`config.mk`:
```
export PLATFORM = sky130hd
export DESIGN_NAME = sorted_list_insert
export DESIGN_NICKNAME = d
export VERILOG_FILES = /design/src/hdl/sli_pkg.sv /design/src/hdl/sli_ctrl.sv /design/src/hdl/sli_datapath.sv /design/src/hdl/sorted_list_insert.sv
export SDC_FILE = /design/constraint.sdc
export NUM_CORES = 1
export LEC_CHECK = 0
export BUFFER_PORTS_ARGS = -buffer_cell sky130_fd_sc_hd__buf_2
export CORE_ASPECT_RATIO = 0.8
export CORE_MARGIN = 3
export CORE_UTILIZATION = 55
export DETAILED_ROUTE_END_ITERATION = 10
export GPL_ROUTABILITY_DRIVEN = 1
export PLACE_DENSITY = 0.73
export SLEW_MARGIN = 25
export SYNTH_ARGS = -nofsm -noshare
export SYNTH_HDL_FRONTEND = slang
export SYNTH_SLANG_ARGS = --single-unit
```
`constraint.sdc`:
```
create_clock -name clk -period 10.4 [get_ports clk]
set_input_delay 0.52 -clock clk [delete_from_list [all_inputs] [get_ports clk]]
set_output_delay 0.52 -clock clk [all_outputs]
set_load 0.01 [all_outputs]
```
`src/hdl/sli_pkg.sv`:
```
`default_nettype none

package sli_pkg;

  // Fixed widths of the narrow result fields.
  localparam int unsigned POS_W = 4;
  localparam int unsigned CNT_W = 5;

  // Register index of the configuration port.
  localparam int unsigned REG_SORT_ORDER = 0;

  // Sort order codes.
  localparam logic ORDER_ASCENDING  = 1'b0;
  localparam logic ORDER_DESCENDING = 1'b1;

  typedef enum logic [1:0] {
    ST_IDLE,
    ST_READ,
    ST_STEP
  } ctl_state_t;

  // Commands from the controller to the datapath.
  typedef struct packed {
    logic start;  // latch the new value and the current fill
    logic read;   // read the entry at the walk index
    logic step;   // settle one position, write it back and emit it
  } sli_cmd_t;

  // Status from the datapath to the controller.
  typedef struct packed {
    logic out_free;    // the output register can take a result this cycle
    logic final_pos;   // the walk index is at the last position of this insert
  } sli_stat_t;

endpackage

`default_nettype wire

```
`src/hdl/sli_ctrl.sv`:
```
`default_nettype none

module sli_ctrl (
  input  wire logic              clk,
  input  wire logic              rst_n,
  input  wire logic              in_valid,
  output logic                   in_ready,
  input  wire sli_pkg::sli_stat_t stat,
  output sli_pkg::sli_cmd_t      cmd
);
  import sli_pkg::*;

  ctl_state_t state_r;
  ctl_state_t state_nxt;

  always_ff @(posedge clk) begin
    if (!rst_n) begin
      state_r <= ST_IDLE;
    end else begin
      state_r <= state_nxt;
    end
  end

  always_comb begin
    state_nxt = state_r;
    in_ready  = 1'b0;
    cmd       = '0;
    case (state_r)
      ST_IDLE: begin
        in_ready = 1'b1;
        if (in_valid) begin
          cmd.start = 1'b1;
          state_nxt = ST_READ;
        end
      end
      ST_READ: begin
        cmd.read  = 1'b1;
        state_nxt = ST_STEP;
      end
      ST_STEP: begin
        if (stat.out_free) begin
          cmd.step  = 1'b1;
          state_nxt = stat.final_pos ? ST_IDLE : ST_READ;
        end
      end
      default: begin
        state_nxt = ST_IDLE;
      end
    endcase
  end

endmodule

`default_nettype wire

```
`src/hdl/sli_datapath.sv`:
```
`default_nettype none

module sli_datapath #(
  parameter int unsigned CAPACITY   = 16,
  parameter int unsigned DATA_WIDTH = 32,
  parameter int unsigned OUT_W      = 48
) (
  input  wire logic                    clk,
  input  wire logic                    rst_n,
  input  wire sli_pkg::sli_cmd_t       cmd,
  output sli_pkg::sli_stat_t           stat,
  input  wire logic                    sort_order,
  input  wire logic [DATA_WIDTH-1:0]   in_value,
  output logic                         out_valid,
  input  wire logic                    out_ready,
  output logic [OUT_W-1:0]             out_data,
  output logic                         out_dropped,
  output logic                         out_last
);
  import sli_pkg::*;

  localparam int unsigned AW = $clog2(CAPACITY);
  localparam int unsigned CW = $clog2(CAPACITY + 1);
  localparam logic [CW-1:0] CAP_C = CW'(CAPACITY);

  logic [DATA_WIDTH-1:0] mem [CAPACITY];

  logic signed [DATA_WIDTH-1:0] value_r;
  logic signed [DATA_WIDTH-1:0] carry_r;
  logic signed [DATA_WIDTH-1:0] rd_data_r;
  logic [CW-1:0]                held_r;
  logic [CW-1:0]                fill_r;
  logic [AW-1:0]                idx_r;
  logic                         placed_r;

  logic                         out_valid_r;
  logic [DATA_WIDTH-1:0]        out_value_r;
  logic [POS_W-1:0]             out_pos_r;
  logic [CNT_W-1:0]             out_cnt_r;
  logic                         out_dropped_r;
  logic                         out_last_r;

  logic                         full;
  logic [CW-1:0]                new_count;
  logic                         at_tail;
  logic                         passes;
  logic signed [DATA_WIDTH-1:0] settled;
  logic                         take_new;

  assign full      = (fill_r == CAP_C);
  assign new_count = full ? CAP_C : fill_r + CW'(1);
  assign at_tail   = (CW'(idx_r) == fill_r);
  assign passes    = (sort_order == ORDER_DESCENDING) ? (value_r < rd_data_r)
                                                      : (value_r > rd_data_r);
  assign take_new  = !at_tail && !placed_r && !passes;

  // Value that ends up at the current position.
  always_comb begin
    if (at_tail) begin
      settled = placed_r ? carry_r : value_r;
    end else if (placed_r) begin
      settled = carry_r;
    end else if (!passes) begin
      settled = value_r;
    end else begin
      settled = rd_data_r;
    end
  end

  assign stat.out_free  = !out_valid_r || out_ready;
  assign stat.final_pos = (CW'(idx_r) == new_count - CW'(1));

  always_ff @(posedge clk) begin
    if (cmd.read) begin
      rd_data_r <= mem[idx_r];
    end
    if (cmd.step) begin
      mem[idx_r] <= settled;
    end
  end

  always_ff @(posedge clk) begin
    if (!rst_n) begin
      held_r   <= '0;
      placed_r <= 1'b0;
      idx_r    <= '0;
    end else if (cmd.start) begin
      placed_r <= 1'b0;
      idx_r    <= '0;
    end else if (cmd.step) begin
      if (take_new) begin
        placed_r <= 1'b1;
      end
      if (stat.final_pos) begin
        held_r <= new_count;
      end else begin
        idx_r <= idx_r + AW'(1);
      end
    end
  end

  always_ff @(posedge clk) begin
    if (cmd.start) begin
      value_r <= in_value;
      fill_r  <= held_r;
    end
    if (cmd.step && (placed_r || take_new)) begin
      carry_r <= rd_data_r;
    end
  end

  always_ff @(posedge clk) begin
    if (!rst_n) begin
      out_valid_r <= 1'b0;
    end else if (cmd.step) begin
      out_valid_r <= 1'b1;
    end else if (out_ready) begin
      out_valid_r <= 1'b0;
    end
  end

  always_ff @(posedge clk) begin
    if (cmd.step) begin
      out_value_r   <= settled;
      out_pos_r     <= POS_W'(idx_r);
      out_cnt_r     <= CNT_W'(new_count);
      out_dropped_r <= full;
      out_last_r    <= stat.final_pos;
    end
  end

  always_comb begin
    out_data = '0;
    out_data[DATA_WIDTH+POS_W+CNT_W-1:0] = {out_cnt_r, out_pos_r, out_value_r};
  end

  assign out_valid   = out_valid_r;
  assign out_dropped = out_dropped_r;
  assign out_last    = out_last_r;

endmodule

`default_nettype wire

```
`src/hdl/sorted_list_insert.sv`:
```
`default_nettype none

// Channel   Direction  Handshake             Payload
// in_       slave      in_tvalid/in_tready   tdata: value
// out_      master     out_tvalid/out_tready tdata: entry_value, entry_position,
//                                            entry_count; tuser: dropped;
//                                            tlast: last
// cfg_      APB slave  psel/penable/pready   sort_order at byte address 0
//
// Each accepted value walks the N entries held after the insert (at most
// CAPACITY), one position at a time. The single-port list memory sets this:
// every position takes a read step and then a settle-and-write step.
// Back-pressure on the output holds the walk in its settle step, one transfer
// per position. The output register lets the next value be accepted while the
// final result of the previous insert still waits to be taken. Reset is
// synchronous and active low; it empties the list and selects ascending order.

module sorted_list_insert #(
  parameter int unsigned CAPACITY   = 16,
  parameter int unsigned DATA_WIDTH = 32
) (
  input  wire logic                                clk,
  input  wire logic                                rst_n,
  // tdata: value
  input  wire logic                                in_tvalid,
  output logic                                     in_tready,
  input  wire logic [((DATA_WIDTH+7)/8)*8-1:0]     in_tdata,
  // tdata: entry_value, entry_position (4 bits), entry_count (5 bits)
  output logic                                     out_tvalid,
  input  wire logic                                out_tready,
  output logic [((DATA_WIDTH+9+7)/8)*8-1:0]        out_tdata,
  // tuser: dropped
  output logic                                     out_tuser,
  output logic                                     out_tlast,
  input  wire logic                                cfg_psel,
  input  wire logic                                cfg_penable,
  input  wire logic                                cfg_pwrite,
  input  wire logic [2:0]                          cfg_paddr,
  input  wire logic [31:0]                         cfg_pwdata,
  output logic [31:0]                              cfg_prdata,
  output logic                                     cfg_pready
);
  import sli_pkg::*;

  localparam int unsigned OUT_W = ((DATA_WIDTH + 9 + 7) / 8) * 8;

  sli_cmd_t  cmd;
  sli_stat_t stat;
  logic      sort_order_r;
  logic      reg_hit;

  // The register file has a single entry; bit 2 of the address tells it
  // apart from the first address beyond it.
  assign reg_hit    = (cfg_paddr[2] == 1'b0);
  assign cfg_pready = 1'b1;

  always_ff @(posedge clk) begin
    if (!rst_n) begin
      sort_order_r <= ORDER_ASCENDING;
    end else if (cfg_psel && cfg_penable && cfg_pwrite && reg_hit) begin
      sort_order_r <= cfg_pwdata[0];
    end
  end

  // Reads return the register for any address with bit 2 clear and zero elsewhere.
  assign cfg_prdata = reg_hit ? {31'd0, sort_order_r} : 32'd0;

  sli_ctrl u_ctrl (
    .clk      (clk),
    .rst_n    (rst_n),
    .in_valid (in_tvalid),
    .in_ready (in_tready),
    .stat     (stat),
    .cmd      (cmd)
  );

  sli_datapath #(
    .CAPACITY   (CAPACITY),
    .DATA_WIDTH (DATA_WIDTH),
    .OUT_W      (OUT_W)
  ) u_datapath (
    .clk         (clk),
    .rst_n       (rst_n),
    .cmd         (cmd),
    .stat        (stat),
    .sort_order  (sort_order_r),
    .in_value    (in_tdata[DATA_WIDTH-1:0]),
    .out_valid   (out_tvalid),
    .out_ready   (out_tready),
    .out_data    (out_tdata),
    .out_dropped (out_tuser),
    .out_last    (out_tlast)
  );

endmodule

`default_nettype wire
```
# ---- Yosys cells after proc, flatten, opt, wreduce, memory -nomap -nowiden
# Memory sizes are Yosys's and may differ from the RTL's. A register that Yosys moved wholly into a read port is not among the register bits.
# Index checks and enable logic that the tools add are counted.
dict set report totals {
  ff_bits 126
  ramBits 512
  input_bits 74
  wordCells 71
  memories 1
}
dict set report op_classes {
  addsub 3
  n_lt_le_gt_ge 2
  n_eq_ne 7
  muxes 21
  n_bitwise 4
  reduce_logical 19
}
# memory words width read_ports rd_clocked_by_memory_dff write_ports line_no
set memory_table {}
lappend memory_table {u_datapath.mem 16 32 1 1 1 sli_datapath.sv:26} ;# logic [DATA_WIDTH-1:0] mem [CAPACITY];
# op count
set ops {}
lappend ops {{32-bit two-way mux} 4}
lappend ops {{32-bit greater-than comparator} 1}
lappend ops {{32-bit less-than comparator} 1}
lappend ops {{1-bit two-way mux} 13}
lappend ops {{4-bit by 5-bit == test with 1-bit output} 2}
lappend ops {{1-bit logical AND} 6}
lappend ops {{2-bit case mux with 3 select lines} 1}
lappend ops {{2-bit AND reduction} 3}
lappend ops {{5-bit by 1-bit adder with 5-bit output, second input constant} 1}
lappend ops {{5-bit == test, second input constant} 1}
lappend ops {{5-bit two-way mux} 1}
lappend ops {{5-bit by 1-bit subtractor with 5-bit output, second input constant} 1}
lappend ops {{4-bit by 1-bit adder with 4-bit output, second input constant} 1}
lappend ops {{1-bit logical NOT} 4}
lappend ops {{2-bit two-way mux} 2}
lappend ops {{2-bit inequality test, second input constant} 2}
lappend ops {{1-bit inverter} 4}
lappend ops {{3-bit AND reduction} 1}
lappend ops {{2-bit by 1-bit == test with 1-bit output, second input constant} 1}
lappend ops {{2-bit == test, second input constant} 1}
lappend ops {{2-bit logical NOT} 1}
lappend ops {{1-bit logical OR} 2}
lappend ops {{2-bit nonzero test} 1}
lappend ops {{2-bit OR reduction} 1}

# ---- Logic depth before layout (Yosys ltp)
# Gate-level depths: netlist (run 1).
dict set report logic_depth {
  ltp_word 7
  depth_mapped 11
}

# ---- Modules after synthesis
# A second synthesis (run 1) with hierarchy kept.
dict set report hier_totals {
  hier_cells 1308
  hier_area_um2 26570.5
}
# mod instances cells_each area_each_um2
set by_module_without_submodules {}
lappend by_module_without_submodules {sli_datapath 1 1255 26135.1}
lappend by_module_without_submodules {sorted_list_insert 1 40 315.3}
lappend by_module_without_submodules {sli_ctrl 1 13 120.1}

# ---- Least setup slack after synthesis (run 1)
# No wires, ideal clock.
dict set report synth_path {
  kind {input to register}
  startpoint {input out_tready}
  endpoint {memory u_datapath.mem[0][0], enable pin}
  setup_ns 0.461
  arrival_time_ns 4.721
  required_time_ns 9.939
  setup_slack_ns 5.219
  stages 5
  cell_sequence {nand2b_1 -> nor2b_1 -> clkbuf_1 -> nand2_1 -> nor3_1}
}
# item line_no
set synth_rtl {}
lappend synth_rtl {{start: declaration} sorted_list_insert.sv:30} ;# input wire logic out_tready,
lappend synth_rtl {{end: declaration} sli_datapath.sv:26}

# ---- Worst setup path after layout (run 1)
dict set report layout_path {
  startpoint {register u_datapath.value_r[15]}
  endpoint {memory u_datapath.mem[13][17], data pin}
}
dict set report layout_between {
  elab_chain_cells 5
}
# item line_no
set layout_lines {}
lappend layout_lines {{start: declaration} sli_datapath.sv:28} ;# logic signed [DATA_WIDTH-1:0] value_r;
lappend layout_lines {{start signal: assignment} sli_datapath.sv:104} ;# value_r <= in_value;
lappend layout_lines {{32-bit greater-than comparator or 32-bit less-than comparator (tied branches)} {sli_datapath.sv:54, sli_datapath.sv:53}}
lappend layout_lines {{1-bit two-way mux *} sli_datapath.sv:53} ;# assign passes = (sort_order == ORDER_DESCENDING) ? (value_r < rd_data_r)
lappend layout_lines {{32-bit two-way mux *} sli_datapath.sv:63} ;# end else if (!passes) begin
lappend layout_lines {{32-bit two-way mux *} sli_datapath.sv:61} ;# end else if (placed_r) begin
lappend layout_lines {{32-bit two-way mux *} sli_datapath.sv:59} ;# if (at_tail) begin
lappend layout_lines {{via u_datapath.settled[17]} sli_datapath.sv:47} ;# logic signed [DATA_WIDTH-1:0] settled;
# The timed path passes the listed nets; every way through them passes the cells marked *.

==> out/results.ini, run 1 <==
[outcome]
outcome = finished clean

[min_path]
min_delay_path_depth = 1
worstHoldPathType = input port to register
min_to = u_datapath.value_r[10]$_DFFE_PP_
worstHoldStart = in_tdata[10]

[yosys]
yosys.area.top_type = edfxtp_1
avgSynthCellArea_um2 = 21.1
synth_flop_cell = edfxtp_1
synth_cell_types = 56
synthCells = 1257
ys_ff_latch = 670
yosysSeqAreaShare = 0.752
synth_edf_count = 656
yosys_warnings = 0
synth_area_leaders = edfxtp_1 (74%), mux4_2 (14%), ha_1 (1.8%)
async_reset_ff_frac = 0
synth_top_area_frac = 0.741
syn_area_um2 = 26600

[global_route]
gr-total-overflow = 0
first_global_vias = 12700
grt_pass1_wl_um = 83600
grt_max_degree = 105
antenna_found_initial = 0
grtUsageTotal = 0.227

[job]
cap_violations = 0

[sta]
setup_viol = 0
clock_skew_ns = 0.0136
slew_violations = 0
final.setup.tns_ns = 0
tightest_slew_ns = 1.03
fin_crit_ns = 4.09
period_share = 0.393
max_freq_ghz = 0.244
rsz0062_at_grt = no
finalHoldViolCount = 0
relSlewSlack = 0.315

[clock_network]
cts.root.buffer_cell = clkbuf_16
clock_sinks = 670
cts_resized = 0
htreeDepth = 2
clk_pin_slew_ns = 0.06
clk_path_buf_depth = 3
clk_latency_ns = 0.63
postCtsHoldBufs = 0
cts_buffers = 60
post_cts_buffers = 0
cts_tree = built

[route]
viasPerCell = 6.15
drt_iter0_markers = 1370
wirelength_um = 57100
vias = 12800
route.detailed.drc = 0
ant_nets = 0
routedWlPerCell_um = 27.6
drt-pass1-iter-count = 5

[cells_and_area]
area.growth.synth_to_final_pct = 12.7
drive_above_1_share = 0.307
fin_nets = 1517
diodes = 0
nFillCells = 3193
final_cells = 2073

[floorplanning]
num_rows = 71
die_h_um = 203
ios = 159
dieArea_um2 = 51000
core_area_um2 = 47300
initial_core_util = 0.561
die_x_um = 252

[setup_path]
r2r_slack_ns = 6.31
r2r-end = u_datapath.mem[13][17]$_DFFE_PP_
r2r-start = u_datapath.value_r[15]$_DFFE_PP_
cp-start-kind = register
critPathMaxFanout = 32
slowest_delay_ns = 0.95
endpoint_kind = register
critical_path_class = register to register
critPathTopFamily = compound AO/OA/AOI/OAI gates
path_buf_inv = 0
cp_cell_sequence = ha_1, nand4_1, a2111oi_0, o31a_1, o21ai_2, a22o_4, a221oi_2
arrival_ns = 4.37
required_ns = 10.68
r2r_cells = 7
crit_slowest_cell = a221oi_2

[placement]
place_hpwl_um = 28600
place.gp.congestion = 0.734
dp.cells = 1937
port_buffers = 86

[power_and_ir_drop]
powerDensity_nw_per_um2 = 191
power.leakage_nw = 9.77
vdd_drop_max_mv = 0.183

## synthesized netlist by cell type (2+ instances only)
master    number
xor2_1         4
clkbuf_1      38
mux2i_1        7
a21oi_1       18
edfxtp_1     656
ha_1          39
o31ai_1        2
nor4_1         2
buf_6          6
dfxtp_1       14
o211a_1        2
nand2_1       17
buf_2          8
inv_1         74
nor2b_1       42
nand2b_1       6
a221oi_1       2
nor2_1        20
xnor2_1        8
a21o_1         2
mux4_2       160
nand3_1        9
nand4_1        8
a221oi_2      30
conb_1         2
buf_1          2
o21a_1         2
o21ai_0        6
buf_4         39
nor3_1         5
and2_1         2
## per-stage QoR
stage          worst slack, ns  power, mW  hold slack [ns]  instance area, µm²  utilization
2_1_floorplan             5.22       3.42            0.406               26700            -
3_3_place_gp              6.35       3.51            0.414               27800        0.586
3_5_place_dp              6.14       3.53            0.420               27800        0.587
4_1_cts                   6.15       5.73           0.0355               29700        0.628
5_1_grt                   6.16       5.89           0.0378               30000        0.633
6_report                  6.31       5.72           0.0664               30000        0.633
## worst max path at each step
stage          cells past startpoint                                  end                              from  slack [ns]
2_1_floorplan                      5       u_datapath.mem[0][0]$_DFFE_PP_                        out_tready        5.22
3_3_place_gp                       7      u_datapath.mem[1][10]$_DFFE_PP_  u_datapath.value_r[31]$_DFFE_PP_        6.35
3_5_place_dp                       7      u_datapath.mem[1][10]$_DFFE_PP_  u_datapath.value_r[31]$_DFFE_PP_        6.14
4_1_cts                            7  u_datapath.out_value_r[3]$_DFFE_PP_  u_datapath.value_r[31]$_DFFE_PP_        6.15
5_1_grt                            7     u_datapath.mem[12][27]$_DFFE_PP_  u_datapath.value_r[31]$_DFFE_PP_        6.16
6_report                           7     u_datapath.mem[13][17]$_DFFE_PP_  u_datapath.value_r[15]$_DFFE_PP_        6.31
## flip-flops by register name (all words and copies together) (netlist names)
name	flops
u_datapath.carry_r	32
u_datapath.value_r	32
u_datapath.out_last	1
u_datapath.idx_r	4
u_datapath.mem	512
sort_order_r	1
u_datapath.out_value_r	32
u_datapath.rd_data_r	32
u_datapath.out_dropped	1
u_datapath.fill_r	5
u_datapath.out_cnt_r	5
u_datapath.placed_r	1
u_datapath.out_valid	1
u_datapath.out_pos_r	4
u_datapath.held_r	5
u_ctrl.state_r	2
## cell families after synthesis
family,share of synthesized area
buffers and inverters,0.0312
muxes,0.139
and+or+nand+nor,0.0235
DFF,0.752
other,0.000283
xor gates and xnor gates,0.00485
adders and majority gates,0.0184
AOI/OAI and AO/OA,0.0315
## cells in the final DEF (no fill, tap or decap), types with 3 or more instances in the layout
master       n
a21oi_1     18
nor2b_1     40
xnor2_1      8
buf_4       33
nand4_1      8
o21ai_0      5
nand3_1      9
mux2i_1      7
ha_1        39
nand2b_1     6
nor2_4      12
nor2_1       8
clkinv_1    19
clkbuf_4    15
bufinv_16    8
xor2_1       4
nand2_1     17
mux4_2     160
edfxtp_1   656
clkbuf_1     9
a221oi_4     3
buf_2       90
clkinv_2    13
inv_1       73
dfxtp_4      3
a221oi_2    28
dfxtp_1     10
clkbuf_16   62
conb_1      39
## metal layers
metal | vias to the layer above | global-route usage | wire, µm
li1 | 5348 | - | -
met1 | 6737 | 0.336 | 23900
met2 | 571 | 0.354 | 27000
met3 | 97 | 0.0466 | 4840
met4 | 0 | 0.0603 | 1450
met5 | - | 0 | 0
## worst register-to-register path: cells and delay by family (launching register included)
kind	cells	cell delay, ns
simple gates	1	0.34
flops	1	0.43
compound gates	5	2.63
fa+ha+maj	1	0.34
## area by class of cell
cell class | count | area, µm² | share of cell area
Clock buffer | 71 | 1590 | 0.0529
Sequential cell | 670 | 20000 | 0.667
Timing Repair Buffer | 141 | 853 | 0.0285
Clock inverter | 40 | 388 | 0.0129
Inverter | 74 | 279 | 0.00931
Multi-Input combinational cell | 457 | 6080 | 0.203
Tap cell | 620 | 776 | 0.0259
## power breakdown
group	switching [mW]	internal [mW]
clock network	0.946	1.28
registers	0.0209	3.10
logic	0.251	0.121
total	1.22	4.50
(Power assumes the default switching activity.)
==> inputs of run 2 (changes only) <==
PLACE_DENSITY = 0.76   (was 0.73)
clock period = 3.6 ns   (was 10.4 ns; I/O delays follow)
==> out/results.ini, run 2 (synthesized netlist as in run 1, its figures left out) <==
[setup_path]
r2r-end = u_datapath.mem[14][1]$_DFFE_PP_
cp-start-kind = register
cp_cell_sequence = inv_1, ha_1, a21oi_1, o21ai_1, a221o_1, o31a_1, o211a_1, a22o_4, buf_4, a221oi_2, clkbuf_4
slowest_delay_ns = 0.43
endpoint_kind = register
required_ns = 4.05
r2r_slack_ns = 0.15
critPathLaunch = u_datapath.rd_data_r[5]$_DFFE_PN_
critical_path_class = register to register
critPathTopFamily = compound AO/OA/AOI/OAI gates
critPathMaxFanout = 14
arrival_ns = 3.90
crit_slowest_cell = a221oi_2
path_buf_inv = 3
r2r-start = u_datapath.rd_data_r[5]$_DFFE_PN_
r2r_cells = 11

[sta]
setup_viol = 0
max_freq_ghz = 0.290
final.setup.tns_ns = 0
tightest_slew_ns = 0.908
rsz0062_at_grt = no
clock_skew_ns = 0.0335
period_share = 0.958
relSlewSlack = 0.395
fin_crit_ns = 3.45
slew_violations = 0
finalHoldViolCount = 0

[power_and_ir_drop]
powerDensity_nw_per_um2 = 532
p_clk_frac = 0.373
p_sw_frac = 0.218
combPwrFrac = 0.075
switching_power_mw = 3.56
power.leakage_nw = 10.1
seqPwrFrac = 0.553
vdd_drop_max_mv = 0.499
internal_power_mw = 12.8
finalPower_mw = 16.3

[clock_network]
clk_path_buf_depth = 3
clock_sinks = 670
cts_buffers = 59
htreeDepth = 2
cts_tree = built
clk_latency_ns = 0.63
clk_pin_slew_ns = 0.06
cts.root.buffer_cell = clkbuf_16

[floorplanning]
initial_core_util = 0.561
dieArea_um2 = 51000
num_rows = 71
core_area_um2 = 47300
ios = 159
die_h_um = 203
die_x_um = 252

[placement]
place_hpwl_um = 31700
dpl_cell_area_um2 = 28200
dp.cells = 1974
place.gp.congestion = 0.752
port_buffers = 86

[cells_and_area]
diodes = 0
multi_input_area_um2 = 6150
layout_commonest_cell = edfxtp_1
stdcell_area_um2 = 30600
drive_above_1_share = 0.316
fin_nets = 1584
nFillCells = 3091
mostFrequentLayoutCells = edfxtp_1 (656), mux4_2 (160), buf_2 (86)
seq_area_um2 = 20000
largest_register = u_datapath.mem
largest_register_ffs = 512
area.growth.synth_to_final_pct = 15.3
final_cells = 2138
fin_util = 0.647

[route]
drt-pass1-iter-count = 5
viasPerCell = 6.05
drt_iter0_markers = 1281
vias = 12900
wirelength_um = 58300
route.detailed.drc = 0
routedWlPerCell_um = 27.3
ant_nets = 0

[outcome]
outcome = finished clean

[global_route]
first_global_vias = 13100
grtUsageTotal = 0.231
grt_max_degree = 135
gr-total-overflow = 0
antenna_found_initial = 0
grt_pass1_wl_um = 85800

[job]
cap_violations = 0

[min_path]
min_delay_path_depth = 4
worstHoldPathType = input port to register
worstHoldStart = in_tvalid
min_to = u_datapath.placed_r$_SDFFE_PP0P_

==> run 2: cell count changes in the layout (fill, tap and decap cells not counted), sizes merged <==
| cell | previous run | this run |
|---|---|---|
| buf | 126 | 165 |
| bufinv | 8 | 4 |
| clkbuf | 86 | 79 |
| clkdlybuf4s15 | 0 | 1 |
| clkinv | 33 | 30 |
| clkinvlp | 0 | 1 |
| dlygate4sd3 | 0 | 37 |
| inv | 73 | 74 |
==> run 2: worst max-delay path by stage <==
stage	end	slack, ns	depth (start not counted)
3_3_place_gp	u_datapath.mem[10][4]$_DFFE_PP_	0.005	10
3_5_place_dp	u_datapath.mem[11][4]$_DFFE_PP_	-0.12	10
4_1_cts	u_datapath.mem[2][8]$_DFFE_PP_	-0.11	9
2_1_floorplan	u_datapath.carry_r[0]$_DFFE_PP_	0.22	9
6_report	u_datapath.mem[14][1]$_DFFE_PP_	0.15	11
5_1_grt	u_datapath.mem[9][10]$_DFFE_PP_	0.01	10
==> run 2: layout make-up <==
type / instances / share of cell area
flip-flops and latches: 670 / 0.652
repair buffers: 209 / 0.0526
clock inverters: 35 / 0.00947
multi-input cells: 457 / 0.201
clock buffers: 73 / 0.0505
inverters: 74 / 0.00915
well taps: 620 / 0.0253
==> run 2: per-stage QoR <==
stage	hold slack (ns)	setup slack (ns)
after floorplan	0.279	0.218
after global placement	0.357	0.00523
after detailed placement	0.358	-0.121
after CTS	0.0202	-0.114
after global routing	0.0658	0.0108
final	0.0396	0.150
==> run 2: repair_timing <==
| item | in CTS | in global routing |
|---|---|---|
| gates resized for setup | 1 | 5 |
| setup endpoints to repair | 178 | 87 |
| hold endpoints to repair | 46 | 0 |
| gates cloned | 0 | 1 |
| hold buffers | 37 | 0 |
| pin swaps | 0 | 2 |
| buffers inserted | 0 | 9 |
==> run 2: routing by layer <==
metal / up-vias / wire length [µm] / track usage
met1: 6771 / 24000 / 0.345
met2: 584 / 28100 / 0.356
met3: 87 / 4750 / 0.0415
met5: - / 0 / 0
met4: 0 / 1420 / 0.0694
li1: 5484 / - / -
==> run 2: power by group through the flow <==
stage                     sequential, mW  clock (mW)  combinational [mW]
after floorplan                     9.17           0               0.699
after global placement              9.18           0                1.03
after detailed placement            9.18           0                1.09
after CTS                           9.02        6.17                1.13
after global routing                9.02        6.46                1.33
final                               9.01        6.08                1.22
==> run 2: worst reg2reg max path: cells and delay by family (launching register included) <==
family,cells,cell delay (ns)
compound gates,7,2.03
fa+ha+maj,1,0.24
buf+inv,3,0.60
flops,1,0.39
==> inputs of run 3 (changes only) <==
BUFFER_PORTS_ARGS = -buffer_cell sky130_fd_sc_hd__buf_4   (was -buffer_cell sky130_fd_sc_hd__buf_2)
==> out/results.ini, run 3 (synthesized netlist as in run 1, its figures left out) <==
[sta]
whs_ns = 0.0735
final.setup.tns_ns = 0
clock_skew_ns = 0.0351
max_freq_ghz = 0.278
layout_setup_ws_ns = 0.00864
tightest_slew_ns = 0.876
fin_crit_ns = 3.59
slew_violations = 0
finalHoldViolCount = 0
relSlewSlack = 0.416
setup_viol = 0
period_share = 0.998

[min_path]
worstHoldStart = in_tvalid
min_to = u_datapath.placed_r$_SDFFE_PP0P_
worstHoldPathType = input port to register
min_delay_path_depth = 4

[route]
vias = 13100
drt_iter0_markers = 1356
drt-pass1-iter-count = 4
ant_nets = 0
routedWlPerCell_um = 27.6
wirelength_um = 59200
viasPerCell = 6.11
route.detailed.drc = 0

[global_route]
grtUsageTotal = 0.236
first_global_vias = 13400
grt_max_degree = 133
antenna_found_initial = 1
grt_pass1_wl_um = 87800
gr-total-overflow = 0

[cells_and_area]
area.growth.synth_to_final_pct = 17.3
fin_util = 0.659
diodes = 0
nFillCells = 3019
layout_commonest_cell = edfxtp_1
largest_register_ffs = 512
stdcell_area_um2 = 31200
mostFrequentLayoutCells = edfxtp_1 (656), mux4_2 (160), buf_4 (140)
final_cells = 2143
largest_register = u_datapath.mem
fin_nets = 1586
drive_above_1_share = 0.322

[setup_path]
critPathMaxFanout = 14
r2r-start = u_datapath.rd_data_r[7]$_DFFE_PN_
arrival_ns = 4.04
r2r-end = u_datapath.mem[12][8]$_DFFE_PP_
r2r_cells = 12
required_ns = 4.05
critical_path_class = register to register
cp-start-kind = register
endpoint_kind = register
r2r_slack_ns = 0.009

[floorplanning]
core_area_um2 = 47300
initial_core_util = 0.561
ios = 159
dieArea_um2 = 51000
die_h_um = 203
num_rows = 71
die_x_um = 252

[power_and_ir_drop]
power.leakage_nw = 10.3
vdd_drop_max_mv = 0.455
powerDensity_nw_per_um2 = 538
finalPower_mw = 16.8

[placement]
place_ws_ns = -0.228
port_buffers = 86
place.gp.congestion = 0.780
dp.cells = 1975
dpl_cell_area_um2 = 28500
place_hpwl_um = 31500

[clock_network]
clk_latency_ns = 0.64
clock_sinks = 670
clk_path_buf_depth = 3
htreeDepth = 2
clk_pin_slew_ns = 0.06
cts_buffers = 60
cts_tree = built
cts.root.buffer_cell = clkbuf_16

[job]
cap_violations = 0

[outcome]
outcome = finished clean

run 3: area by class of cell:
type	instances	area [µm²]	share of cell area
flip-flops and latches	670	20000	0.641
multi-input cells	458	6220	0.199
repair buffers	209	1940	0.0623
clock buffers	71	1540	0.0495
well taps	620	776	0.0249
clock inverters	41	437	0.0140
inverters	74	280	0.00899
run 3: routing by layer:
layer | vias to the layer above | part of all wire | global-route usage
met5 | - | 0 | 0
met4 | 0 | 0.028 | 0.0716
met3 | 113 | 0.077 | 0.0456
met2 | 571 | 0.49 | 0.374
met1 | 6932 | 0.41 | 0.339
li1 | 5484 | - | -
run 3: power breakdown:
part	total, mW	leakage [nW]	switching, mW	internal, mW
combinational	1.31	3.24	0.795	0.516
clock	6.46	0.971	2.81	3.65
sequential	9.02	6.04	0.0567	8.96
total	16.8	10.3	3.66	13.1
run 3: worst max path at each step:
stage	startpoint	endpoint	depth (start not counted)
after floorplan	u_datapath.rd_data_r[14]$_DFFE_PN_	u_datapath.carry_r[0]$_DFFE_PP_	9
after global placement	u_datapath.rd_data_r[7]$_DFFE_PN_	u_datapath.mem[14][1]$_DFFE_PP_	10
after detailed placement	u_datapath.rd_data_r[7]$_DFFE_PN_	u_datapath.mem[14][1]$_DFFE_PP_	10
after CTS	u_datapath.rd_data_r[7]$_DFFE_PN_	u_datapath.mem[13][6]$_DFFE_PP_	9
after global routing	u_datapath.rd_data_r[7]$_DFFE_PN_	u_datapath.mem[12][8]$_DFFE_PP_	12
final	u_datapath.rd_data_r[7]$_DFFE_PN_	u_datapath.mem[12][8]$_DFFE_PP_	12
run 3: timing repair:
action | 4_1_cts | 5_1_grt
endpoints found under the setup margin | 280 | 437
endpoints found under the hold margin | 46 | 0
gates cloned | 1 | 2
gates resized for setup | 7 | 13
setup buffers | 0 | 8
hold buffers | 37 | 0
pin swaps | 0 | 5
run 3: critical path, cell delays in order (launching register included):
cell,delay [ns]
edfxtp_1,0.41
inv_2,0.10
ha_1,0.26
a21oi_1,0.20
o21ai_2,0.15
a221o_1,0.39
o31a_1,0.35
o21ai_2,0.34
a221oi_4,0.19
buf_12,0.20
buf_4,0.14
a221oi_2,0.36
clkbuf_4,0.32
